===== config.mk =====
export PLATFORM = sky130hd
export DESIGN_NAME = button_debounce_config_mode_core_flat
export DESIGN_NICKNAME = d
export VERILOG_FILES = /design/src/rtl/bdcm_pkg.sv /design/src/rtl/bdcm_sample_if.sv /design/src/rtl/bdcm_report_if.sv /design/src/rtl/button_debounce_config_mode_core.sv /design/src/rtl/bdcm_debounce.sv /design/src/flat_wrapper.sv
export SDC_FILE = /design/constraint.sdc
export NUM_CORES = 1
export LEC_CHECK = 0
export BUFFER_PORTS_ARGS = -buffer_cell sky130_fd_sc_hd__buf_2
export CAP_MARGIN = 20
export CORE_ASPECT_RATIO = 1.2
export CORE_MARGIN = 10
export CORE_UTILIZATION = 58
export CTS_BUF_LIST = sky130_fd_sc_hd__clkbuf_2 sky130_fd_sc_hd__clkbuf_4 sky130_fd_sc_hd__clkbuf_8
export CTS_CLUSTER_DIAMETER = 50
export DETAILED_ROUTE_END_ITERATION = 8
export GPL_TIMING_DRIVEN = 1
export PLACE_DENSITY = 0.72
export SKIP_LAST_GASP = 1
export SLEW_MARGIN = 0
export SYNTH_ARGS = -nofsm -noshare
export SYNTH_HDL_FRONTEND = slang
export SYNTH_SLANG_ARGS = --single-unit

===== constraint.sdc =====
create_clock -name clk -period 9.9 [get_ports clk]
set_clock_uncertainty 0.05 [all_clocks]
set_input_delay 0.99 -clock clk [delete_from_list [all_inputs] [get_ports clk]]
set_output_delay 0.99 -clock clk [all_outputs]
set_load 0.1 [all_outputs]

===== src/rtl/bdcm_pkg.sv =====
// Shared constants and types for the button debounce and configuration mode block.
package bdcm_pkg;

    localparam int NUM_CH       = 13;
    localparam int PANEL_W      = 10;
    localparam int CH_TEST      = 10;
    localparam int CH_SERVICE   = 11;
    localparam int CH_MODE      = 12;
    localparam int CNT_W        = 16;
    localparam int THR_W        = 16;
    localparam int MODE_W       = 4;
    localparam int TIME_W       = 32;
    localparam int CFG_IDX_W    = 2;
    localparam int CFG_DATA_W   = 16;
    localparam int MODE_COUNT   = 7;
    localparam int CHANNELS_DEF = 13;

    localparam logic [CFG_IDX_W-1:0] REG_DEB_ENABLE  = 2'd0;
    localparam logic [CFG_IDX_W-1:0] REG_DEB_SAMPLES = 2'd1;
    localparam logic [CFG_IDX_W-1:0] REG_HOLD_THR    = 2'd2;
    localparam logic [CFG_IDX_W-1:0] REG_CUR_MODE    = 2'd3;

    localparam logic [CNT_W-1:0]  RST_DEB_SAMPLES = 16'd8;
    localparam logic [THR_W-1:0]  RST_HOLD_THR    = 16'd3000;

    // Control handed to the debouncer bank for one transaction.
    typedef struct packed {
        logic             step;
        logic [CNT_W-1:0] need;
    } deb_ctrl_t;

endpackage


===== src/rtl/bdcm_sample_if.sv =====
// Input channel: raw button levels and timestamp with a valid/ready handshake.
interface bdcm_sample_if;
    import bdcm_pkg::*;

    logic               valid;
    logic               ready;
    logic [PANEL_W-1:0] raw_panels;
    logic               test_button;
    logic               service_button;
    logic               raw_mode_button;
    logic [TIME_W-1:0]  now_ms;

    modport source (
        output valid, raw_panels, test_button, service_button, raw_mode_button, now_ms,
        input  ready
    );
    modport sink (
        input  valid, raw_panels, test_button, service_button, raw_mode_button, now_ms,
        output ready
    );
endinterface


===== src/rtl/bdcm_report_if.sv =====
// Output channel: qualified levels and configuration mode status.
interface bdcm_report_if;
    import bdcm_pkg::*;

    logic               valid;
    logic               ready;
    logic [PANEL_W-1:0] panel_levels;
    logic               test_level;
    logic               service_level;
    logic               mode_level;
    logic               config_active;
    logic [MODE_W-1:0]  selected_mode;
    logic               save_request;

    modport source (
        output valid, panel_levels, test_level, service_level, mode_level,
               config_active, selected_mode, save_request,
        input  ready
    );
    modport sink (
        input  valid, panel_levels, test_level, service_level, mode_level,
               config_active, selected_mode, save_request,
        output ready
    );
endinterface


===== src/rtl/button_debounce_config_mode_core.sv =====
// Top level of the button debounce and configuration mode block.
// The block takes one sample transaction per clock while the output is not stalled and returns
// one report transaction per sample: the sample is captured in an input register, all thirteen
// channels are debounced in parallel together with the hold timer and mode selection logic, and
// the result lands in an output register. The input stays ready whenever the output register is
// empty or being emptied in the same cycle. Configuration writes take effect on the next
// clock edge.
module button_debounce_config_mode_core #(
    parameter int CHANNELS = bdcm_pkg::CHANNELS_DEF
) (
    input  logic                               clk,
    input  logic                               rst_n,
    bdcm_sample_if.sink                        sample,
    bdcm_report_if.source                      report,
    input  logic                               wr_en,
    input  logic [bdcm_pkg::CFG_IDX_W-1:0]     wr_index,
    input  logic [bdcm_pkg::CFG_DATA_W-1:0]    wr_data
);
    import bdcm_pkg::*;

    localparam int DEB_CH     = (CHANNELS < NUM_CH) ? CHANNELS : NUM_CH;
    localparam int WRAP_STEPS = (1 << MODE_W) / MODE_COUNT;
    localparam logic [MODE_W:0] MODE_LIM = MODE_COUNT[MODE_W:0];

    // Configuration registers.
    logic              deb_enable_reg;
    logic [CNT_W-1:0]  deb_samples_reg;
    logic [THR_W-1:0]  hold_thr_reg;
    logic [MODE_W-1:0] cur_mode_reg;

    // Input register.
    logic               in_valid_reg;
    logic [PANEL_W-1:0] in_panels_reg;
    logic               in_test_reg;
    logic               in_service_reg;
    logic               in_mode_reg;
    logic [TIME_W-1:0]  in_now_reg;

    // Block state.
    logic              prev_test_reg;
    logic              prev_service_reg;
    logic              config_reg;
    logic              armed_reg;
    logic [TIME_W-1:0] press_time_reg;
    logic [MODE_W-1:0] chosen_reg;

    // Output register.
    logic               out_valid_reg;
    logic [PANEL_W-1:0] out_panels_reg;
    logic               out_test_reg;
    logic               out_service_reg;
    logic               out_mode_reg;
    logic               out_config_reg;
    logic [MODE_W-1:0]  out_sel_reg;
    logic               out_save_reg;

    logic               advance;
    logic               step;
    deb_ctrl_t          deb_ctrl;
    logic [NUM_CH-1:0]  raw_levels;
    logic [DEB_CH-1:0]  qual_next;
    logic [NUM_CH+DEB_CH-1:0] qual_wide;
    logic [NUM_CH-1:0]  used;
    logic               test_lvl;
    logic               service_lvl;
    logic               mode_lvl;
    logic [MODE_W-1:0]  wrapped;
    logic [MODE_W-1:0]  chosen_next;
    logic               config_next;
    logic               armed_next;
    logic [TIME_W-1:0]  press_time_next;
    logic [TIME_W-1:0]  elapsed;
    logic               arm_now;
    logic               toggle;
    logic               save_next;

    assign advance      = !out_valid_reg || report.ready;
    assign step         = in_valid_reg && advance;
    assign sample.ready = !in_valid_reg || advance;

    assign deb_ctrl.step = step;
    assign deb_ctrl.need = (deb_samples_reg == '0) ? {{(CNT_W-1){1'b0}}, 1'b1}
                                                   : deb_samples_reg;

    assign raw_levels = {in_mode_reg, in_service_reg, in_test_reg, in_panels_reg};

    bdcm_debounce #(
        .DEB_CH (DEB_CH)
    ) u_debounce (
        .clk       (clk),
        .rst_n     (rst_n),
        .ctrl      (deb_ctrl),
        .raw       (raw_levels[DEB_CH-1:0]),
        .qual_next (qual_next)
    );

    // Channels without a debouncer read as released.
    assign qual_wide = {{NUM_CH{1'b1}}, qual_next};
    assign used      = deb_enable_reg ? qual_wide[NUM_CH-1:0] : raw_levels;

    assign test_lvl    = (CHANNELS > CH_TEST)    ? used[CH_TEST]    : 1'b1;
    assign service_lvl = (CHANNELS > CH_SERVICE) ? used[CH_SERVICE] : 1'b1;
    assign mode_lvl    = (CHANNELS > CH_MODE)    ? used[CH_MODE]    : 1'b1;

    // Next selection modulo the mode count, by repeated subtraction on a narrow value.
    always_comb
    begin
        logic [MODE_W:0] acc;
        acc = {1'b0, chosen_reg} + {{MODE_W{1'b0}}, 1'b1};
        for (int k = 0; k < WRAP_STEPS; k++)
        begin
            if (acc >= MODE_LIM)
            begin
                acc = acc - MODE_LIM;
            end
        end
        wrapped = acc[MODE_W-1:0];
    end

    assign arm_now         = prev_service_reg && !service_lvl && test_lvl;
    assign press_time_next = arm_now ? in_now_reg : press_time_reg;
    assign elapsed         = in_now_reg - press_time_next;
    assign toggle          = (arm_now || armed_reg) && !service_lvl && test_lvl
                             && (elapsed > {{(TIME_W-THR_W){1'b0}}, hold_thr_reg});

    always_comb
    begin
        chosen_next = chosen_reg;
        config_next = config_reg;
        armed_next  = arm_now || armed_reg;
        save_next   = 1'b0;
        // A test press in configuration mode is applied before the hold toggle.
        if (config_reg && !test_lvl && prev_test_reg)
        begin
            chosen_next = wrapped;
        end
        if (toggle)
        begin
            armed_next = 1'b0;
            if (!config_reg)
            begin
                chosen_next = cur_mode_reg;
                config_next = 1'b1;
            end
            else
            begin
                config_next = 1'b0;
                save_next   = 1'b1;
            end
        end
    end

    always_ff @(posedge clk or negedge rst_n)
    begin
        if (!rst_n)
        begin
            deb_enable_reg  <= 1'b1;
            deb_samples_reg <= RST_DEB_SAMPLES;
            hold_thr_reg    <= RST_HOLD_THR;
            cur_mode_reg    <= '0;
        end
        else if (wr_en)
        begin
            case (wr_index)
                REG_DEB_ENABLE:  deb_enable_reg  <= wr_data[0];
                REG_DEB_SAMPLES: deb_samples_reg <= wr_data[CNT_W-1:0];
                REG_HOLD_THR:    hold_thr_reg    <= wr_data[THR_W-1:0];
                REG_CUR_MODE:    cur_mode_reg    <= wr_data[MODE_W-1:0];
                default:         deb_enable_reg  <= deb_enable_reg;
            endcase
        end
    end

    always_ff @(posedge clk or negedge rst_n)
    begin
        if (!rst_n)
        begin
            in_valid_reg <= 1'b0;
        end
        else if (sample.ready)
        begin
            in_valid_reg <= sample.valid;
        end
    end

    always_ff @(posedge clk)
    begin
        if (sample.valid && sample.ready)
        begin
            in_panels_reg  <= sample.raw_panels;
            in_test_reg    <= sample.test_button;
            in_service_reg <= sample.service_button;
            in_mode_reg    <= sample.raw_mode_button;
            in_now_reg     <= sample.now_ms;
        end
    end

    always_ff @(posedge clk or negedge rst_n)
    begin
        if (!rst_n)
        begin
            prev_test_reg    <= 1'b1;
            prev_service_reg <= 1'b1;
            config_reg       <= 1'b0;
            armed_reg        <= 1'b0;
            press_time_reg   <= '0;
            chosen_reg       <= '0;
        end
        else if (step)
        begin
            prev_test_reg    <= test_lvl;
            prev_service_reg <= service_lvl;
            config_reg       <= config_next;
            armed_reg        <= armed_next;
            press_time_reg   <= press_time_next;
            chosen_reg       <= chosen_next;
        end
    end

    always_ff @(posedge clk or negedge rst_n)
    begin
        if (!rst_n)
        begin
            out_valid_reg <= 1'b0;
        end
        else if (advance)
        begin
            out_valid_reg <= in_valid_reg;
        end
    end

    always_ff @(posedge clk)
    begin
        if (step)
        begin
            out_panels_reg  <= used[PANEL_W-1:0];
            out_test_reg    <= test_lvl;
            out_service_reg <= service_lvl;
            out_mode_reg    <= mode_lvl;
            out_config_reg  <= config_next;
            out_sel_reg     <= chosen_next;
            out_save_reg    <= save_next;
        end
    end

    assign report.valid         = out_valid_reg;
    assign report.panel_levels  = out_panels_reg;
    assign report.test_level    = out_test_reg;
    assign report.service_level = out_service_reg;
    assign report.mode_level    = out_mode_reg;
    assign report.config_active = out_config_reg;
    assign report.selected_mode = out_sel_reg;
    assign report.save_request  = out_save_reg;

endmodule


===== src/rtl/bdcm_debounce.sv =====
// Bank of per-channel counter debouncers.
module bdcm_debounce #(
    parameter int DEB_CH = bdcm_pkg::NUM_CH
) (
    input  logic                     clk,
    input  logic                     rst_n,
    input  bdcm_pkg::deb_ctrl_t      ctrl,
    input  logic [DEB_CH-1:0]        raw,
    output logic [DEB_CH-1:0]        qual_next
);
    import bdcm_pkg::*;

    logic [DEB_CH-1:0] qual_reg;
    logic [CNT_W-1:0]  cnt_reg  [DEB_CH];
    logic [CNT_W-1:0]  cnt_next [DEB_CH];

    always_comb
    begin
        logic [CNT_W:0] inc;
        for (int i = 0; i < DEB_CH; i++)
        begin
            inc          = {1'b0, cnt_reg[i]} + {{CNT_W{1'b0}}, 1'b1};
            qual_next[i] = qual_reg[i];
            cnt_next[i]  = '0;
            if (raw[i] != qual_reg[i])
            begin
                // The level flips once enough consecutive samples disagree.
                if (inc >= {1'b0, ctrl.need})
                begin
                    qual_next[i] = raw[i];
                end
                else
                begin
                    cnt_next[i] = inc[CNT_W-1:0];
                end
            end
        end
    end

    always_ff @(posedge clk or negedge rst_n)
    begin
        if (!rst_n)
        begin
            qual_reg <= '1;
            for (int i = 0; i < DEB_CH; i++)
            begin
                cnt_reg[i] <= '0;
            end
        end
        else if (ctrl.step)
        begin
            qual_reg <= qual_next;
            for (int i = 0; i < DEB_CH; i++)
            begin
                cnt_reg[i] <= cnt_next[i];
            end
        end
    end

endmodule


===== src/flat_wrapper.sv =====
// flat-port wrapper written by rule: the top's interface ports become plain ports
module button_debounce_config_mode_core_flat import bdcm_pkg::*;
#(
    parameter int CHANNELS = bdcm_pkg::CHANNELS_DEF
)
  (clk, rst_n, wr_en, wr_index, wr_data, sample_valid, sample_raw_panels, sample_test_button, sample_service_button, sample_raw_mode_button, sample_now_ms, sample_ready, report_valid, report_panel_levels, report_test_level, report_service_level, report_mode_level, report_config_active, report_selected_mode, report_save_request, report_ready);
  bdcm_sample_if sample_i ();
  bdcm_report_if report_i ();
  input  logic clk;
  input  logic rst_n;
  input  logic wr_en;
  input  logic [bdcm_pkg::CFG_IDX_W-1:0] wr_index;
  input  logic [bdcm_pkg::CFG_DATA_W-1:0] wr_data;
  input wire logic [$bits(sample_i.valid)-1:0] sample_valid;
  input wire logic [$bits(sample_i.raw_panels)-1:0] sample_raw_panels;
  input wire logic [$bits(sample_i.test_button)-1:0] sample_test_button;
  input wire logic [$bits(sample_i.service_button)-1:0] sample_service_button;
  input wire logic [$bits(sample_i.raw_mode_button)-1:0] sample_raw_mode_button;
  input wire logic [$bits(sample_i.now_ms)-1:0] sample_now_ms;
  output wire logic [$bits(sample_i.ready)-1:0] sample_ready;
  output wire logic [$bits(report_i.valid)-1:0] report_valid;
  output wire logic [$bits(report_i.panel_levels)-1:0] report_panel_levels;
  output wire logic [$bits(report_i.test_level)-1:0] report_test_level;
  output wire logic [$bits(report_i.service_level)-1:0] report_service_level;
  output wire logic [$bits(report_i.mode_level)-1:0] report_mode_level;
  output wire logic [$bits(report_i.config_active)-1:0] report_config_active;
  output wire logic [$bits(report_i.selected_mode)-1:0] report_selected_mode;
  output wire logic [$bits(report_i.save_request)-1:0] report_save_request;
  input wire logic [$bits(report_i.ready)-1:0] report_ready;
  assign sample_i.valid = sample_valid;
  assign sample_i.raw_panels = sample_raw_panels;
  assign sample_i.test_button = sample_test_button;
  assign sample_i.service_button = sample_service_button;
  assign sample_i.raw_mode_button = sample_raw_mode_button;
  assign sample_i.now_ms = sample_now_ms;
  assign sample_ready = sample_i.ready;
  assign report_valid = report_i.valid;
  assign report_panel_levels = report_i.panel_levels;
  assign report_test_level = report_i.test_level;
  assign report_service_level = report_i.service_level;
  assign report_mode_level = report_i.mode_level;
  assign report_config_active = report_i.config_active;
  assign report_selected_mode = report_i.selected_mode;
  assign report_save_request = report_i.save_request;
  assign report_i.ready = report_ready;
  button_debounce_config_mode_core #(.CHANNELS(CHANNELS)) u_core (.clk(clk), .rst_n(rst_n), .sample(sample_i), .report(report_i), .wr_en(wr_en), .wr_index(wr_index), .wr_data(wr_data));
endmodule

# Word-level counts from Yosys, hierarchy flattened
# Index checks and enable logic that the tools add are counted.
dict set report word_totals {
  reg_bits 364
  input_bits 68
  output_inout_bits 21
  word_cells 173
}
dict set report op_classes {
  add_sub_neg 17
  order_cmp 16
  n_eq_ne 16
  muxes 64
  n_reduce_logical 22
}
# operator n
set op_table {}
lappend op_table {{$mux W16} 27}
lappend op_table {{$add A16 B1 Y17 const B} 13}
lappend op_table {{$ge A17 B16 Y1} 13}
lappend op_table {{$gt A32 B16 Y1} 1}
lappend op_table {{$mux W32} 1}
lappend op_table {{$sub A32 B32 Y32} 1}
lappend op_table {{$mux W1} 30}
lappend op_table {{$logic_not A16 Y1} 1}
lappend op_table {{$mux W4} 4}
lappend op_table {{$mux W13} 1}
lappend op_table {{$ne A1 B1 Y1} 13}
lappend op_table {{$ge A5 B3 Y1 const B} 2}
lappend op_table {{$logic_and A1 B1 Y1} 9}
lappend op_table {{$reduce_and A2 Y1} 4}
lappend op_table {{$add A4 B1 Y5 const B} 1}
lappend op_table {{$mux W5} 1}
lappend op_table {{$sub A5 B3 Y5 const B} 1}
lappend op_table {{$eq A2 B2 Y1 const B} 2}
lappend op_table {{$logic_not A1 Y1} 4}
lappend op_table {{$sub A4 B3 Y4 const B} 1}
lappend op_table {{$logic_or A1 B1 Y1} 3}
lappend op_table {{$eq A2 B1 Y1 const B} 1}
lappend op_table {{$logic_not A2 Y1} 1}

# Logic depth before layout (Yosys ltp)
# Gate-level depths: netlist (run 1).
dict set report depth {
  ltp_word 14
  mapped_depth 41
  ltp_nobuf 39
}

# Cells and area by module
# A second synthesis (run 1) with hierarchy kept.
dict set report unflattened {
  cells_unflattened 2803
  hier_area_um2 26596.8
}
# mod n_inst cells_each area_per_inst_um2 seq_area_each_um2
set by_module_without_submodules {}
lappend by_module_without_submodules {bdcm_debounce 1 1948 17728.3 5546.6}
lappend by_module_without_submodules {button_debounce_config_mode_core 1 855 8868.5 3912.5}

# Worst setup path before layout (run 1)
# OpenSTA, ideal clock, no wires.
dict set report synth_timing {
  path_kind {register to register}
  startpoint {reg u_core.u_debounce.cnt_reg[16] (netlist name)}
  endpoint {reg u_core.out_sel_reg[1] (netlist: u_core.report.selected_mode[1]) (data pin)}
  setup_ps 260
  t_arrival_ps 8248
  required_ps 9590
  path_slack_ps 1342
  stages_incl_launch_ff 39
  n_path_buf 2
  synth_period_minus_slack_ps 8558
  cell_sequence {dfrtp_1 -> ha_1 -> nand3_1 -> nor3b_1 -> and3_1 -> xor2_1 -> ha_1 -> nand4_1 -> nor3_1 -> a32oi_1 -> nand3_1 -> o21ai_0 -> o211a_4 -> buf_2 -> buf_1 -> mux2i_1 -> ha_1 -> nor2b_1 -> [3 not listed] -> a311oi_1 -> o311ai_0 -> a21oi_1 -> a21o_1 -> a21oi_1 -> xnor2_1 -> ha_1 -> nand4_1 -> nor2_1 -> nand2_1 -> o21ai_0 -> o22ai_1 -> nand4b_1 -> a211o_1 -> a2111oi_4 -> nand4_4 -> nand2_1 -> mux2_2}
}
dict set report synth_between {
  elab_chain_cells 13
  word_cells_on_any_way 16
  classes_between {2 x add/sub; 2 x order compare; 5 x mux; 7 x reduce/logical}
}
# element line_no
set synth_rtl {}
lappend synth_rtl {{start: declaration} bdcm_debounce.sv:14} ;# logic [CNT_W-1:0] cnt_reg [DEB_CH];
lappend synth_rtl {{start signal: indexed assignment} bdcm_debounce.sv:55} ;# cnt_reg[i] <= cnt_next[i];
lappend synth_rtl {{$add A16 B1 Y17 *} bdcm_debounce.sv:22} ;# inc = {1'b0, cnt_reg[i]} + {{CNT_W{1'b0}}, 1'b1};
lappend synth_rtl {{$ge A17 B16 Y1 *} bdcm_debounce.sv:28} ;# if (inc >= {1'b0, ctrl.need})
lappend synth_rtl {{$mux W1 *} bdcm_debounce.sv:28}
lappend synth_rtl {{$mux W1 *} bdcm_debounce.sv:25} ;# if (raw[i] != qual_reg[i])
lappend synth_rtl {{$mux W13 *} button_debounce_config_mode_core.sv:99} ;# assign used = deb_enable_reg ? qual_wide[NUM_CH-1:0] : raw_levels;
lappend synth_rtl {{$logic_not A1 Y1 *} {button_debounce_config_mode_core.sv:120, button_debounce_config_mode_core.sv:123}}
lappend synth_rtl {{$logic_and A1 B1 Y1 (2 in series)} button_debounce_config_mode_core.sv:120} ;# assign arm_now = prev_service_reg && !service_lvl && test_lvl;
lappend synth_rtl {{$mux W32 / $logic_or A1 B1 Y1 (equally long branches)} {button_debounce_config_mode_core.sv:121, button_debounce_config_mode_core.sv:123}}
lappend synth_rtl {{$sub A32 B32 Y32 / $logic_and A1 B1 Y1 (equally long branches)} {button_debounce_config_mode_core.sv:122, button_debounce_config_mode_core.sv:123}}
lappend synth_rtl {{$gt A32 B16 Y1 / $logic_and A1 B1 Y1 (equally long branches)} {button_debounce_config_mode_core.sv:124, button_debounce_config_mode_core.sv:123}}
lappend synth_rtl {{$logic_and A1 B1 Y1 *} button_debounce_config_mode_core.sv:124} ;# && (elapsed > {{(TIME_W-THR_W){1'b0}}, hold_thr_reg});
lappend synth_rtl {{$mux W4 *} button_debounce_config_mode_core.sv:137} ;# if (toggle)
lappend synth_rtl {{named net u_core.chosen_next[1]} button_debounce_config_mode_core.sv:68} ;# logic [MODE_W-1:0] chosen_next;
lappend synth_rtl {{end signal: assignment} button_debounce_config_mode_core.sv:241} ;# out_sel_reg <= chosen_next;
lappend synth_rtl {{end: declaration} button_debounce_config_mode_core.sv:54} ;# logic [MODE_W-1:0] out_sel_reg;
# The timed path passes the listed nets; every way through them passes the cells marked *.
# A chain may end at the register's enable or synchronous reset.

# Worst setup path after layout (run 1)
dict set report layout_timing {
  startpoint {reg u_core.u_debounce.cnt_reg[16] (netlist name)}
  endpoint {reg u_core.out_sel_reg[2] (netlist: u_core.report.selected_mode[2]) (data pin)}
}
dict set report layout_between {
  elab_chain_cells 13
  word_cells_on_any_way 16
  classes_between {2 x add/sub; 2 x order compare; 5 x mux; 7 x reduce/logical}
}
# element line_no
set layout_rtl {}
lappend layout_rtl {{$add A16 B1 Y17} bdcm_debounce.sv:22}
lappend layout_rtl {{$ge A17 B16 Y1} bdcm_debounce.sv:28}
lappend layout_rtl {{$mux W1} bdcm_debounce.sv:28}
lappend layout_rtl {{$mux W1} bdcm_debounce.sv:25}
lappend layout_rtl {{$mux W13} button_debounce_config_mode_core.sv:99}
lappend layout_rtl {{$logic_not A1 Y1} button_debounce_config_mode_core.sv:120}
lappend layout_rtl {{$logic_and A1 B1 Y1 (2 in series)} button_debounce_config_mode_core.sv:120}
lappend layout_rtl {{$mux W32} button_debounce_config_mode_core.sv:121} ;# assign press_time_next = arm_now ? in_now_reg : press_time_reg;
lappend layout_rtl {{named net u_core.press_time_next[0]} button_debounce_config_mode_core.sv:71} ;# logic [TIME_W-1:0] press_time_next;
lappend layout_rtl {{$sub A32 B32 Y32} button_debounce_config_mode_core.sv:122} ;# assign elapsed = in_now_reg - press_time_next;
lappend layout_rtl {{$gt A32 B16 Y1} button_debounce_config_mode_core.sv:124}
lappend layout_rtl {{$logic_and A1 B1 Y1} button_debounce_config_mode_core.sv:124}
lappend layout_rtl {{$mux W4} button_debounce_config_mode_core.sv:137}
lappend layout_rtl {{named net u_core.chosen_next[2]} button_debounce_config_mode_core.sv:68}
# The timed path passes the listed nets, and every way through them passes these cells.

==> metrics.txt, run 1 <==
# TYPE chip_impl_metric gauge
chip_impl_metric{name="cts_hold_repair.buffers",unit=""} 0
chip_impl_metric{name="placed_cells",unit=""} 3128
chip_impl_metric{name="ff2ff_setup_slack",unit="ps"} 820
chip_impl_metric{name="fin_setup_tns",unit="ps"} 0
chip_impl_metric{name="path_max_fanout",unit=""} 9
chip_impl_metric{name="synth.avg_cell_area",unit="um2"} 9.77
chip_impl_metric{name="finish.net_count",unit=""} 2971
chip_impl_metric{name="clk_latency_worst_skew_pair",unit="ps"} 690
chip_impl_metric{name="die_w",unit="um"} 209
chip_impl_metric{name="synth_async_sr_flop_share",unit="%"} 82.4
chip_impl_metric{name="grt_pass1_wl",unit="um"} 102000
chip_impl_metric{name="normalized_max_slew_margin",unit="%"} 25.7
chip_impl_info{name="tritoncts",value="built"} 1
chip_impl_metric{name="grt_overflow",unit=""} 0
chip_impl_metric{name="synth-edff-count",unit=""} 64
chip_impl_metric{name="synthesis.area",unit="um2"} 24800
chip_impl_metric{name="portBuffers",unit=""} 88
chip_impl_metric{name="setup_violations",unit=""} 0
chip_impl_metric{name="number_of_search_and_repair_iterations_in_the_first_detailed_routing_pass",unit=""} 5
chip_impl_metric{name="area_delta_synth_final",unit="%"} 10.2
chip_impl_metric{name="grt_use_total",unit="%"} 23.8
chip_impl_info{name="run_status",value="completed"} 1
chip_impl_info{name="worst_setup_path_start_kind",value="flip-flop"} 1
chip_impl_metric{name="cts.sinks",unit=""} 364
chip_impl_info{name="critPathCaptureType",value="flip-flop"} 1
chip_impl_info{name="reg2reg_from",value="u_core.u_debounce.cnt_reg[16]"} 1
chip_impl_metric{name="die_height",unit="um"} 246
chip_impl_metric{name="final_util",unit="%"} 65.0
chip_impl_metric{name="ys_seq_area_share",unit="%"} 38.2
chip_impl_metric{name="tritoncts_buffers",unit=""} 61
chip_impl_metric{name="ys_types",unit=""} 81
chip_impl_metric{name="instances_no_fill",unit=""} 3245
chip_impl_metric{name="finalMaxSlewViolations",unit=""} 0
chip_impl_metric{name="drc",unit=""} 0
chip_impl_metric{name="vias",unit=""} 20000
chip_impl_metric{name="timing.final.hold_violations",unit=""} 0
chip_impl_metric{name="post-route-period-util",unit="%"} 91.7
chip_impl_info{name="root_buffer",value="clkbuf_8"} 1
chip_impl_metric{name="power_density_cells",unit="nW/um2"} 218
chip_impl_info{name="dominant_cell_type_by_area_after_synthesis",value="dfrtp_1"} 1
chip_impl_metric{name="critical_path_required",unit="ps"} 10270
chip_impl_metric{name="io-pin-count",unit=""} 89
chip_impl_metric{name="std_cell_rows",unit=""} 82
chip_impl_info{name="post_synth_main_area_contributors",value="dfrtp_1 (28%), ha_1 (13%), edfxtp_1 (7.8%), xnor2_1 (4.7%), nand2_1 (4.5%)"} 1
chip_impl_metric{name="net_count_after_synthesis",unit=""} 2862
chip_impl_info{name="predominant_post_synthesis_flop_cell",value="dfrtp_1"} 1
chip_impl_metric{name="hpwl",unit="um"} 43200
chip_impl_metric{name="ir_drop",unit="uV"} 203
chip_impl_info{name="r2r-end",value="u_core.report.selected_mode[2]"} 1
chip_impl_metric{name="design.core.area",unit="um2"} 42000
chip_impl_metric{name="maxClockFrequency",unit="MHz"} 110
chip_impl_metric{name="vias_per_cell",unit=""} 6.15
chip_impl_metric{name="routabilityCongestion",unit=""} 0.991
chip_impl_metric{name="timing_worst_slew_pin_value",unit="ps"} 1110
chip_impl_metric{name="antenna_left",unit=""} 0
chip_impl_metric{name="detail_route.wirelength",unit="um"} 62100
chip_impl_metric{name="postSynthRegisterBits",unit=""} 364
chip_impl_metric{name="dp_slack",unit="ps"} 708
chip_impl_metric{name="timing.max_cap.violations",unit=""} 0
chip_impl_metric{name="worst-endpoint-arrival",unit="ps"} 9450
chip_impl_metric{name="initial_core_utilization",unit="%"} 59.0
chip_impl_metric{name="worst_slack",unit="ps"} 823
chip_impl_metric{name="cts-htree-levels",unit=""} 2
chip_impl_metric{name="leakage",unit="nW"} 13.1
chip_impl_metric{name="drt_iter0_markers",unit=""} 1431
chip_impl_metric{name="post_drt_wl_per_cell",unit="um"} 19.1
chip_impl_metric{name="antenna_cells_inserted",unit=""} 0
chip_impl_info{name="layout.cells.most_common",value="nand2_1"} 1
chip_impl_metric{name="worst_stage_delay_on_the_critical_path",unit="ps"} 640
chip_impl_info{name="most-common-layout-cells",value="nand2_1 (293), dfrtp_1 (276), ha_1 (256)"} 1
chip_impl_info{name="hp-class",value="in2async"} 1
chip_impl_metric{name="ff2ff_path_depth",unit=""} 37
chip_impl_metric{name="netlist_instances",unit=""} 2537
chip_impl_info{name="timing.setup.critical_path_class",value="reg2reg"} 1
chip_impl_info{name="timing.critical_path.slowest_stage_cell",value="o311ai_0"} 1
chip_impl_metric{name="drive_gt1_share",unit="%"} 13.6
chip_impl_metric{name="finalCriticalPeriod",unit="ps"} 9080
chip_impl_metric{name="clk_pin_slew",unit="ps"} 60
chip_impl_metric{name="clock_tree_buf_depth",unit=""} 3
chip_impl_info{name="grt_setup_unrepaired",value="false"} 1
chip_impl_metric{name="synthDominantCellAreaShare",unit="%"} 27.9
chip_impl_metric{name="grt_max_degree",unit=""} 110
chip_impl_metric{name="largest_register_ff_count",unit=""} 208
chip_impl_metric{name="yosys_warnings",unit=""} 0
chip_impl_info{name="crit_top_cell",value="ha_1"} 1
chip_impl_metric{name="first_global_vias",unit=""} 20000
chip_impl_metric{name="number_of_antenna_violations_at_the_first_check_in_global_routing",unit=""} 0
chip_impl_metric{name="fp.dieArea",unit="um2"} 51400
-- layout make-up --
type,instances,area (um2)
clock inverter,17,166
clock buffer,99,1210
fill,3367,14700
multi-input combinational,2014,14700
sequential,364,9460
inverter,78,293
timing repair buffer,127,743
tap,546,683
-- worst max-delay path: cells and delay by family (launching register included) --
kind	cells	cell delay, ps
compound gates	15	4070
xor+xnor	2	370
simple gates	13	2070
flops	1	440
fa+ha+maj	5	1270
mux	2	540
-- metrics by stage --
step | power (W) | cell area, um2 | hold slack [ps]
after floorplan | 0.00377 | 24800 | 395
after global placement | 0.00433 | 25900 | 416
after detailed placement | 0.00442 | 25900 | 423
after CTS | 0.00594 | 27300 | 324
after global routing | 0.00634 | 27300 | 372
final | 0.00594 | 27300 | 309
-- report_power, final --
group / internal, W / switching (W)
Sequential: 0.00177 / 0.000201
Combinational: 0.000962 / 0.00152
Clock: 0.000852 / 0.000638
-- worst max-delay path by stage --
| stage | startpoint | end | slack (ps) | cells after the start |
|---|---|---|---|---|
| floorplan | u_core.u_debounce.cnt_reg[16] | u_core.report.selected_mode[1] | 1340 | 38 |
| global placement | u_core.u_debounce.cnt_reg[16] | u_core.report.selected_mode[2] | 1000 | 36 |
| finish | u_core.u_debounce.cnt_reg[16] | u_core.report.selected_mode[2] | 820 | 37 |
| detailed placement | u_core.u_debounce.cnt_reg[16] | u_core.report.selected_mode[2] | 710 | 38 |
| global route | u_core.u_debounce.cnt_reg[16] | u_core.report.selected_mode[2] | 8 | 38 |
| CTS | u_core.u_debounce.cnt_reg[16] | u_core.report.selected_mode[2] | 680 | 36 |
-- per-layer routing --
metal	wire length [um]	GRT usage, %	share of wire, %	vias up
met4	2130	9.40	3.4	0
met1	26900	29.2	43	9746
met3	2880	3.83	4.6	140
met5	0	0	0	-
met2	30200	41.1	49	495
li1	-	-	-	9572
-- synthesized netlist by cell type, drive strengths merged (11+ instances only) --
cell type / number
nand2: 294
dfrtp: 276
ha: 256
o21ai: 139
xnor2: 134
nor2: 133
a21oi: 111
a32o: 109
nand3: 104
xor2: 96
nand2b: 93
inv: 77
clkbuf: 72
mux2: 72
nand4: 67
edfxtp: 64
a21o: 59
and3: 50
mux2i: 44
nor2b: 28
dfstp: 24
and2: 18
o21a: 17
and4: 16
o31ai: 14
a221oi: 11
nor3: 11
-- kinds of logic (layout without fill, tap and decap cells) --
group	after synthesis	count (layout)	share of synthesized area, %
compound gates	559	559	16.1
xor+xnor	230	230	8.16
fa+ha+maj	258	258	13.0
buf+inv	159	321	2.43
flops	364	364	38.2
mux	116	116	5.05
simple gates	851	851	17.0
-- repair_timing --
item,4_1_cts,5_1_grt
resized for setup,0,1
setup endpoints to repair,0,4
setup buffers,0,0
No activity file was read; power rests on OpenSTA's default activity.
==> inputs of run 2 (changes only) <==
--- a/config.mk
+++ b/config.mk
@@ -5,6 +5,7 @@
 export SDC_FILE = /design/constraint.sdc
 export NUM_CORES = 1
 export LEC_CHECK = 0
+export ABC_AREA = 1
 export BUFFER_PORTS_ARGS = -buffer_cell sky130_fd_sc_hd__buf_2
 export CAP_MARGIN = 20
 export CORE_ASPECT_RATIO = 1.2
==> run 2 against run 1 <==
- design area up 3.4%
- maximum frequency up 16%
- synthesized cell count up 29%
- critical path depth up 19
- sequential cell count unchanged
- critical endpoint is now u_core.chosen_reg[2]
==> metrics.txt, run 2 <==
# TYPE chip_impl_metric gauge
chip_impl_info{name="run_status",value="completed"} 1
chip_impl_metric{name="met1_global_route_usage",unit="%"} 30.8
chip_impl_metric{name="net_count_after_synthesis",unit=""} 3602
chip_impl_metric{name="leakage",unit="nW"} 14.1
chip_impl_info{name="synth.most_common_cell",value="nand2_1"} 1
chip_impl_metric{name="number_of_antenna_violations_at_the_first_check_in_global_routing",unit=""} 0
chip_impl_metric{name="die_height",unit="um"} 250
chip_impl_metric{name="clk_latency_worst_skew_pair",unit="ps"} 670
chip_impl_metric{name="hpwl",unit="um"} 48800
chip_impl_metric{name="vias_per_cell",unit=""} 5.68
chip_impl_metric{name="number_of_search_and_repair_iterations_in_the_first_detailed_routing_pass",unit=""} 8
chip_impl_metric{name="fp.dieArea",unit="um2"} 53000
chip_impl_info{name="r2r-end",value="u_core.chosen_reg[2]"} 1
chip_impl_metric{name="synthesis.area",unit="um2"} 25600
chip_impl_metric{name="grt_use_total",unit="%"} 26.0
chip_impl_metric{name="ir_drop",unit="uV"} 257
chip_impl_metric{name="antenna_left",unit=""} 0
chip_impl_metric{name="final_util",unit="%"} 64.5
chip_impl_metric{name="netlist_instances",unit=""} 3277
chip_impl_metric{name="yosys_warnings",unit=""} 0
chip_impl_info{name="synth.top_cells.by_count",value="nand2_1 (640), inv_1 (569), dfrtp_1 (276)"} 1
chip_impl_info{name="worst_setup_path_start_kind",value="flip-flop"} 1
chip_impl_metric{name="setup_violations",unit=""} 0
chip_impl_metric{name="finalCriticalPeriod",unit="ps"} 7860
chip_impl_metric{name="die_w",unit="um"} 212
chip_impl_metric{name="design.core.area",unit="um2"} 43700
chip_impl_metric{name="critical_path_required",unit="ps"} 10420
chip_impl_metric{name="ff2ff_setup_slack",unit="ps"} 2040
chip_impl_metric{name="ctsResizeCount",unit=""} 0
chip_impl_info{name="crit_top_cell",value="nand2_1"} 1
chip_impl_metric{name="largest_register_ff_count",unit=""} 208
chip_impl_info{name="post_synth_main_area_contributors",value="dfrtp_1 (27%), ha_1 (12%), nand2_1 (9.4%), inv_1 (8.3%), edfxtp_1 (7.5%)"} 1
chip_impl_metric{name="synth.avg_cell_area",unit="um2"} 7.82
chip_impl_metric{name="drive_gt1_share",unit="%"} 9.49
chip_impl_metric{name="routabilityCongestion",unit=""} 0.902
chip_impl_metric{name="synthDominantCellAreaShare",unit="%"} 26.9
chip_impl_metric{name="finalMaxSlewViolations",unit=""} 0
chip_impl_metric{name="tritoncts_buffers",unit=""} 67
chip_impl_info{name="hp-class",value="in2async"} 1
chip_impl_metric{name="timing.final.hold_violations",unit=""} 0
chip_impl_metric{name="fin_setup_tns",unit="ps"} 0
chip_impl_metric{name="timing_worst_slew_pin_value",unit="ps"} 1140
chip_impl_metric{name="finish.net_count",unit=""} 3726
chip_impl_info{name="reg2reg_from",value="u_core.u_debounce.cnt_reg[34]"} 1
chip_impl_info{name="predominant_post_synthesis_flop_cell",value="dfrtp_1"} 1
chip_impl_metric{name="post-route-period-util",unit="%"} 79.4
chip_impl_metric{name="clk_pin_slew",unit="ps"} 60
chip_impl_info{name="timing.critical_path.slowest_stage_cell",value="fa_1"} 1
chip_impl_metric{name="postSynthRegisterBits",unit=""} 364
chip_impl_metric{name="placed_cells",unit=""} 3890
chip_impl_metric{name="worst_stage_delay_on_the_critical_path",unit="ps"} 450
chip_impl_metric{name="std_cell_rows",unit=""} 84
chip_impl_metric{name="grt_overflow",unit=""} 0
chip_impl_metric{name="path_max_fanout",unit=""} 49
chip_impl_metric{name="cts-htree-levels",unit=""} 3
chip_impl_metric{name="instances_no_fill",unit=""} 4016
chip_impl_metric{name="post_drt_wl_per_cell",unit="um"} 17.1
chip_impl_metric{name="ys_types",unit=""} 62
chip_impl_metric{name="cts_hold_repair.buffers",unit=""} 0
chip_impl_info{name="grt_setup_unrepaired",value="false"} 1
chip_impl_metric{name="maxClockFrequency",unit="MHz"} 127
chip_impl_metric{name="worst-endpoint-arrival",unit="ps"} 8380
chip_impl_info{name="critPathCaptureType",value="flip-flop"} 1
chip_impl_metric{name="initial_core_utilization",unit="%"} 58.6
chip_impl_info{name="root_buffer",value="clkbuf_8"} 1
chip_impl_metric{name="synth-edff-count",unit=""} 64
chip_impl_info{name="gr-max-usage-layer",value="met2"} 1
chip_impl_metric{name="power_density_cells",unit="nW/um2"} 220
chip_impl_metric{name="detail_route.wirelength",unit="um"} 68700
chip_impl_metric{name="portBuffers",unit=""} 88
chip_impl_metric{name="normalized_max_slew_margin",unit="%"} 24.0
chip_impl_info{name="layout.cells.most_common",value="nand2_1"} 1
chip_impl_metric{name="grt_max_degree",unit=""} 150
chip_impl_metric{name="globalRouteMet2Util",unit="%"} 45.0
chip_impl_metric{name="timing.max_cap.violations",unit=""} 0
chip_impl_metric{name="clock_tree_buf_depth",unit=""} 3
chip_impl_metric{name="postCtsSetupBuffers",unit=""} 0
chip_impl_metric{name="drc",unit=""} 0
chip_impl_metric{name="grtUsageMet3",unit="%"} 3.61
chip_impl_metric{name="ys_seq_area_share",unit="%"} 36.9
chip_impl_info{name="tritoncts",value="built"} 1
chip_impl_metric{name="io-pin-count",unit=""} 89
chip_impl_metric{name="vias",unit=""} 22800
chip_impl_metric{name="synth_async_sr_flop_share",unit="%"} 82.4
chip_impl_metric{name="drt_iter0_markers",unit=""} 1524
chip_impl_metric{name="report.power.total",unit="W"} 0.00621
chip_impl_info{name="timing.setup.critical_path_class",value="reg2reg"} 1
chip_impl_info{name="most-common-layout-cells",value="nand2_1 (639), inv_1 (568), dfrtp_1 (276)"} 1
chip_impl_metric{name="grt_pass1_wl",unit="um"} 112000
chip_impl_info{name="dominant_cell_type_by_area_after_synthesis",value="dfrtp_1"} 1
chip_impl_metric{name="ff2ff_path_depth",unit=""} 56
chip_impl_metric{name="cts.sinks",unit=""} 364
chip_impl_metric{name="first_global_vias",unit=""} 22800
chip_impl_metric{name="area_delta_synth_final",unit="%"} 10.1
[run 2: cell types whose count changed after synthesis, moves of 32 or more]
cell,delta
mux2i_1,-32
xor2_1,+62
a21o_1,-55
nand2b_1,-93
a32o_1,-102
nor2_1,+64
nor3_1,+66
xnor2_1,-128
o22ai_1,+131
inv_1,+493
and3_1,-49
nand2_1,+346
o21ai_0,+109
mux2_2,-72
[run 2: worst max-delay path by stage]
stage | from | to | slack, ps | cells after the start
3_5_place_dp | u_core.u_debounce.cnt_reg[34] | u_core.chosen_reg[2] | 2110 | 56
6_report | u_core.u_debounce.cnt_reg[34] | u_core.chosen_reg[2] | 2040 | 56
5_1_grt | u_core.u_debounce.cnt_reg[34] | u_core.chosen_reg[0] | 1160 | 54
3_3_place_gp | u_core.u_debounce.cnt_reg[34] | u_core.report.save_request | 2280 | 53
2_1_floorplan | u_core.u_debounce.cnt_reg[18] | u_core.report.config_active | 2900 | 54
4_1_cts | u_core.u_debounce.cnt_reg[34] | u_core.chosen_reg[2] | 2050 | 56
[run 2: cell families (layout without fill, tap and decap cells)]
kind of cell,after synthesis,in the layout,share of synthesized area (%)
AO/OA/AOI/OAI,605,605,13.6
XOR/XNOR,163,163,5.57
adder cells (fa/ha/maj),257,257,12.6
buffers and inverters,637,816,9.37
flip-flops,364,364,36.9
multiplexers,12,12,0.469
other,0,1,0
AND/OR/NAND/NOR,1239,1239,21.5
[run 2: critical path, delay by kind of cell (launching register included)]
kind / cells / cell delay (ps)
AND/OR/NAND/NOR: 41 / 4920
adder cells (fa/ha/maj): 3 / 1040
buffers and inverters: 8 / 860
flip-flops: 1 / 380
XOR/XNOR: 2 / 290
AO/OA/AOI/OAI: 2 / 220
[run 2: final cells by class]
type / count / area (um2)
fillers: 3753 / 15500
multi-input cells: 2276 / 13800
inverters: 579 / 2180
repair buffers: 113 / 668
well taps: 559 / 699
clock inverters: 19 / 149
diodes: 1 / 2.50
flip-flops and latches: 364 / 9460
clock buffers: 105 / 1280
[run 2: per-layer routing]
| layer | vias up | wire, um |
|---|---|---|
| met4 | 0 | 2960 |
| li1 | 11300 | - |
| met1 | 10700 | 28100 |
| met3 | 162 | 3870 |
| met5 | - | 0 |
| met2 | 666 | 33800 |
[run 2: power breakdown]
group          internal [W]  switching (W)  total, W
clock network      0.000853       0.000669   0.00152
registers           0.00180       0.000172   0.00197
logic              0.000911        0.00180   0.00272
[run 2: stage by stage]
| step | instance area [um2] | worst slack (ps) | hold WS [ps] |
|---|---|---|---|
| 2_1_floorplan | 25600 | 2900 | 396 |
| 3_3_place_gp | 26800 | 2280 | 412 |
| 3_5_place_dp | 26800 | 2110 | 421 |
| 4_1_cts | 28200 | 2050 | 269 |
| 5_1_grt | 28200 | 1160 | 342 |
| 6_report | 28200 | 2040 | 282 |
==> inputs of run 3 (changes only) <==
==> constraint.sdc (replaced) <==
create_clock -name clk -period 7.52 [get_ports clk]
set_clock_uncertainty 0.05 [all_clocks]
set_input_delay 0.752 -clock clk [delete_from_list [all_inputs] [get_ports clk]]
set_output_delay 0.752 -clock clk [all_outputs]
set_load 0.1 [all_outputs]
==> run 3 against run 2 <==
- critical path depth increased by 2
- combinational power rose by 38%
- clock power is 34% higher
- global-route usage decreased by 0.15 points
- non-clock buffer count increased by 19
- die area unchanged
- sequential share of layout area decreased by 0.37 points
- design area grew 1.1%
- first-iteration DRC count is 7.5% higher
- critical endpoint unchanged
- largest cell class unchanged
- largest power group unchanged
==> metrics.txt, run 3 (synthesis gave the netlist of run 2 again) <==
# TYPE chip_impl_metric gauge
chip_impl_metric{name="drt_iter0_markers",unit=""} 1638
chip_impl_metric{name="critical_path_required",unit="ps"} 8040
chip_impl_metric{name="die_height",unit="um"} 250
chip_impl_metric{name="number_of_antenna_violations_at_the_first_check_in_global_routing",unit=""} 1
chip_impl_info{name="run_status",value="completed"} 1
chip_impl_info{name="layout.cells.most_common",value="nand2_1"} 1
chip_impl_metric{name="clock_tree_buf_depth",unit=""} 3
chip_impl_metric{name="die_w",unit="um"} 212
chip_impl_metric{name="maxClockFrequency",unit="MHz"} 139
chip_impl_metric{name="ff2ff_setup_slack",unit="ps"} 340
chip_impl_info{name="gr-max-usage-layer",value="met2"} 1
chip_impl_info{name="timing.critical_path.slowest_stage_cell",value="dfrtp_1"} 1
chip_impl_metric{name="tritoncts_buffers",unit=""} 66
chip_impl_metric{name="worst_stage_delay_on_the_critical_path",unit="ps"} 370
chip_impl_metric{name="vias",unit=""} 23000
chip_impl_metric{name="leakage",unit="nW"} 14.3
chip_impl_metric{name="post-route-period-util",unit="%"} 95.5
chip_impl_metric{name="largest_register_ff_count",unit=""} 208
chip_impl_metric{name="cts_hold_repair.buffers",unit=""} 0
chip_impl_info{name="grt_setup_unrepaired",value="true"} 1
chip_impl_metric{name="grt_use_total",unit="%"} 25.8
chip_impl_info{name="critPathCaptureType",value="flip-flop"} 1
chip_impl_metric{name="setup_violations",unit=""} 0
chip_impl_metric{name="first_global_vias",unit=""} 22700
chip_impl_metric{name="io-pin-count",unit=""} 89
chip_impl_metric{name="design.core.area",unit="um2"} 43700
chip_impl_metric{name="report.power.total",unit="W"} 0.00838
chip_impl_metric{name="cts.sinks",unit=""} 364
chip_impl_metric{name="timing_worst_slew_pin_value",unit="ps"} 1040
chip_impl_info{name="tritoncts",value="built"} 1
chip_impl_metric{name="worst-endpoint-arrival",unit="ps"} 7710
chip_impl_metric{name="drive_gt1_share",unit="%"} 11.0
chip_impl_info{name="worst_setup_path_start_kind",value="flip-flop"} 1
chip_impl_metric{name="seq_area",unit="um2"} 9460
chip_impl_info{name="hp-class",value="in2async"} 1
chip_impl_metric{name="portBuffers",unit=""} 88
chip_impl_metric{name="met1_global_route_usage",unit="%"} 30.3
chip_impl_metric{name="hpwl",unit="um"} 48900
chip_impl_metric{name="finish.net_count",unit=""} 3744
chip_impl_metric{name="worst_hold_slack",unit="ps"} 130
chip_impl_metric{name="fp.dieArea",unit="um2"} 53000
chip_impl_info{name="timing.setup.critical_path_class",value="reg2reg"} 1
chip_impl_metric{name="clk_pin_slew",unit="ps"} 60
chip_impl_metric{name="timing.final.hold_violations",unit=""} 0
chip_impl_metric{name="power_density_cells",unit="nW/um2"} 294
chip_impl_metric{name="grt_max_degree",unit=""} 116
chip_impl_metric{name="instances_no_fill",unit=""} 4028
chip_impl_metric{name="number_of_search_and_repair_iterations_in_the_first_detailed_routing_pass",unit=""} 6
chip_impl_metric{name="ir_drop",unit="uV"} 301
chip_impl_metric{name="vias_per_cell",unit=""} 5.72
chip_impl_metric{name="grt_pass1_wl",unit="um"} 112000
chip_impl_metric{name="drc",unit=""} 0
chip_impl_metric{name="cts-htree-levels",unit=""} 3
chip_impl_metric{name="initial_core_utilization",unit="%"} 58.6
chip_impl_metric{name="finalMaxSlewViolations",unit=""} 0
chip_impl_info{name="most-common-layout-cells",value="nand2_1 (636), inv_1 (559), dfrtp_1 (276)"} 1
chip_impl_metric{name="area_delta_synth_final",unit="%"} 11.3
chip_impl_metric{name="antenna_left",unit=""} 0
chip_impl_metric{name="placed_cells",unit=""} 3895
chip_impl_metric{name="clk_latency_worst_skew_pair",unit="ps"} 650
chip_impl_metric{name="normalized_max_slew_margin",unit="%"} 30.8
chip_impl_metric{name="timing.max_cap.violations",unit=""} 0
chip_impl_metric{name="multi_input_logic_area",unit="um2"} 14000
chip_impl_metric{name="path_max_fanout",unit=""} 7
chip_impl_metric{name="std_cell_rows",unit=""} 84
chip_impl_metric{name="fillerInstances",unit=""} 3714
chip_impl_metric{name="grt_overflow",unit=""} 0
chip_impl_metric{name="finalCriticalPeriod",unit="ps"} 7180
chip_impl_metric{name="routabilityCongestion",unit=""} 1.02
chip_impl_metric{name="final_util",unit="%"} 65.2
chip_impl_metric{name="detail_route.wirelength",unit="um"} 69500
chip_impl_metric{name="post_drt_wl_per_cell",unit="um"} 17.2
chip_impl_metric{name="grtUsageMet3",unit="%"} 3.76
chip_impl_metric{name="globalRouteMet2Util",unit="%"} 45.4
chip_impl_info{name="root_buffer",value="clkbuf_8"} 1
chip_impl_info{name="crit_top_cell",value="nand2_1"} 1
run 3: changes by cell type in the layout (fill, tap and decap cells not counted), sizes merged:
cell | before | now
buf | 113 | 131
bufinv | 1 | 3
clkbuf | 105 | 108
clkinv | 15 | 9
clkinvlp | 6 | 2
inv | 576 | 575
run 3: what timing repair did:
| item | CTS | global route |
|---|---|---|
| setup endpoints to repair | 1 | 12 |
| pin swaps | 0 | 49 |
| setup buffers | 0 | 14 |
| hold endpoints to repair | 0 | 0 |
| resized for setup | 1 | 53 |
run 3: metal layers:
metal  wire length, um  vias to the layer above
met2             34700                      633
met4              2680                        0
li1                  -                    11300
met3              3540                      157
met1             28500                    11000
met5                 0                        -
run 3: layout make-up:
cell class              count  share of cell area (%)
diodes                      1                 0.00877
clock buffers             107                    4.55
clock inverters            10                   0.452
inverters                 579                    7.64
multi-input cells        2276                    49.0
flip-flops and latches    364                    33.2
well taps                 559                    2.45
repair buffers            132                    2.78
run 3: critical path: cells and delay by family, from the launching register on:
kind | cells | cell delay [ps]
adder cells (fa/ha/maj) | 4 | 1080
buffers and inverters | 6 | 570
XOR/XNOR | 2 | 320
AND/OR/NAND/NOR | 43 | 4470
AO/OA/AOI/OAI | 3 | 240
flip-flops | 1 | 370
run 3: report_power, final:
| part | internal, W | switching [W] | leakage, nW |
|---|---|---|---|
| combinational | 0.00127 | 0.00248 | 8.91 |
| sequential | 0.00237 | 0.000232 | 4.59 |
| clock | 0.00119 | 0.000839 | 0.757 |
run 3: worst paths after layout:
check,from,endpoint,cells after the start
hold / removal,rst_n,u_core.u_debounce.cnt_reg[11],1
min in group clk,sample_now_ms[8],u_core.in_now_reg[8],1
setup reg to reg,u_core.u_debounce.cnt_reg[33],u_core.chosen_reg[2],58
hold reg to reg,u_core.press_time_reg[30],u_core.press_time_reg[30],2
setup / recovery,u_core.u_debounce.cnt_reg[33],u_core.chosen_reg[2],58
max in group asynchronous,rst_n,u_core.u_debounce.cnt_reg[120],2
run 3: through the flow:
step                      instance area, um2  worst slack [ps]  TNS (ps)
final                                  28500               336         0
after global routing                   28500              -212     -1830
after CTS                              28200              9.30         0
after detailed placement               26800            0.0213         0
after global placement                 26800               268         0
after floorplan                        25600               522         0
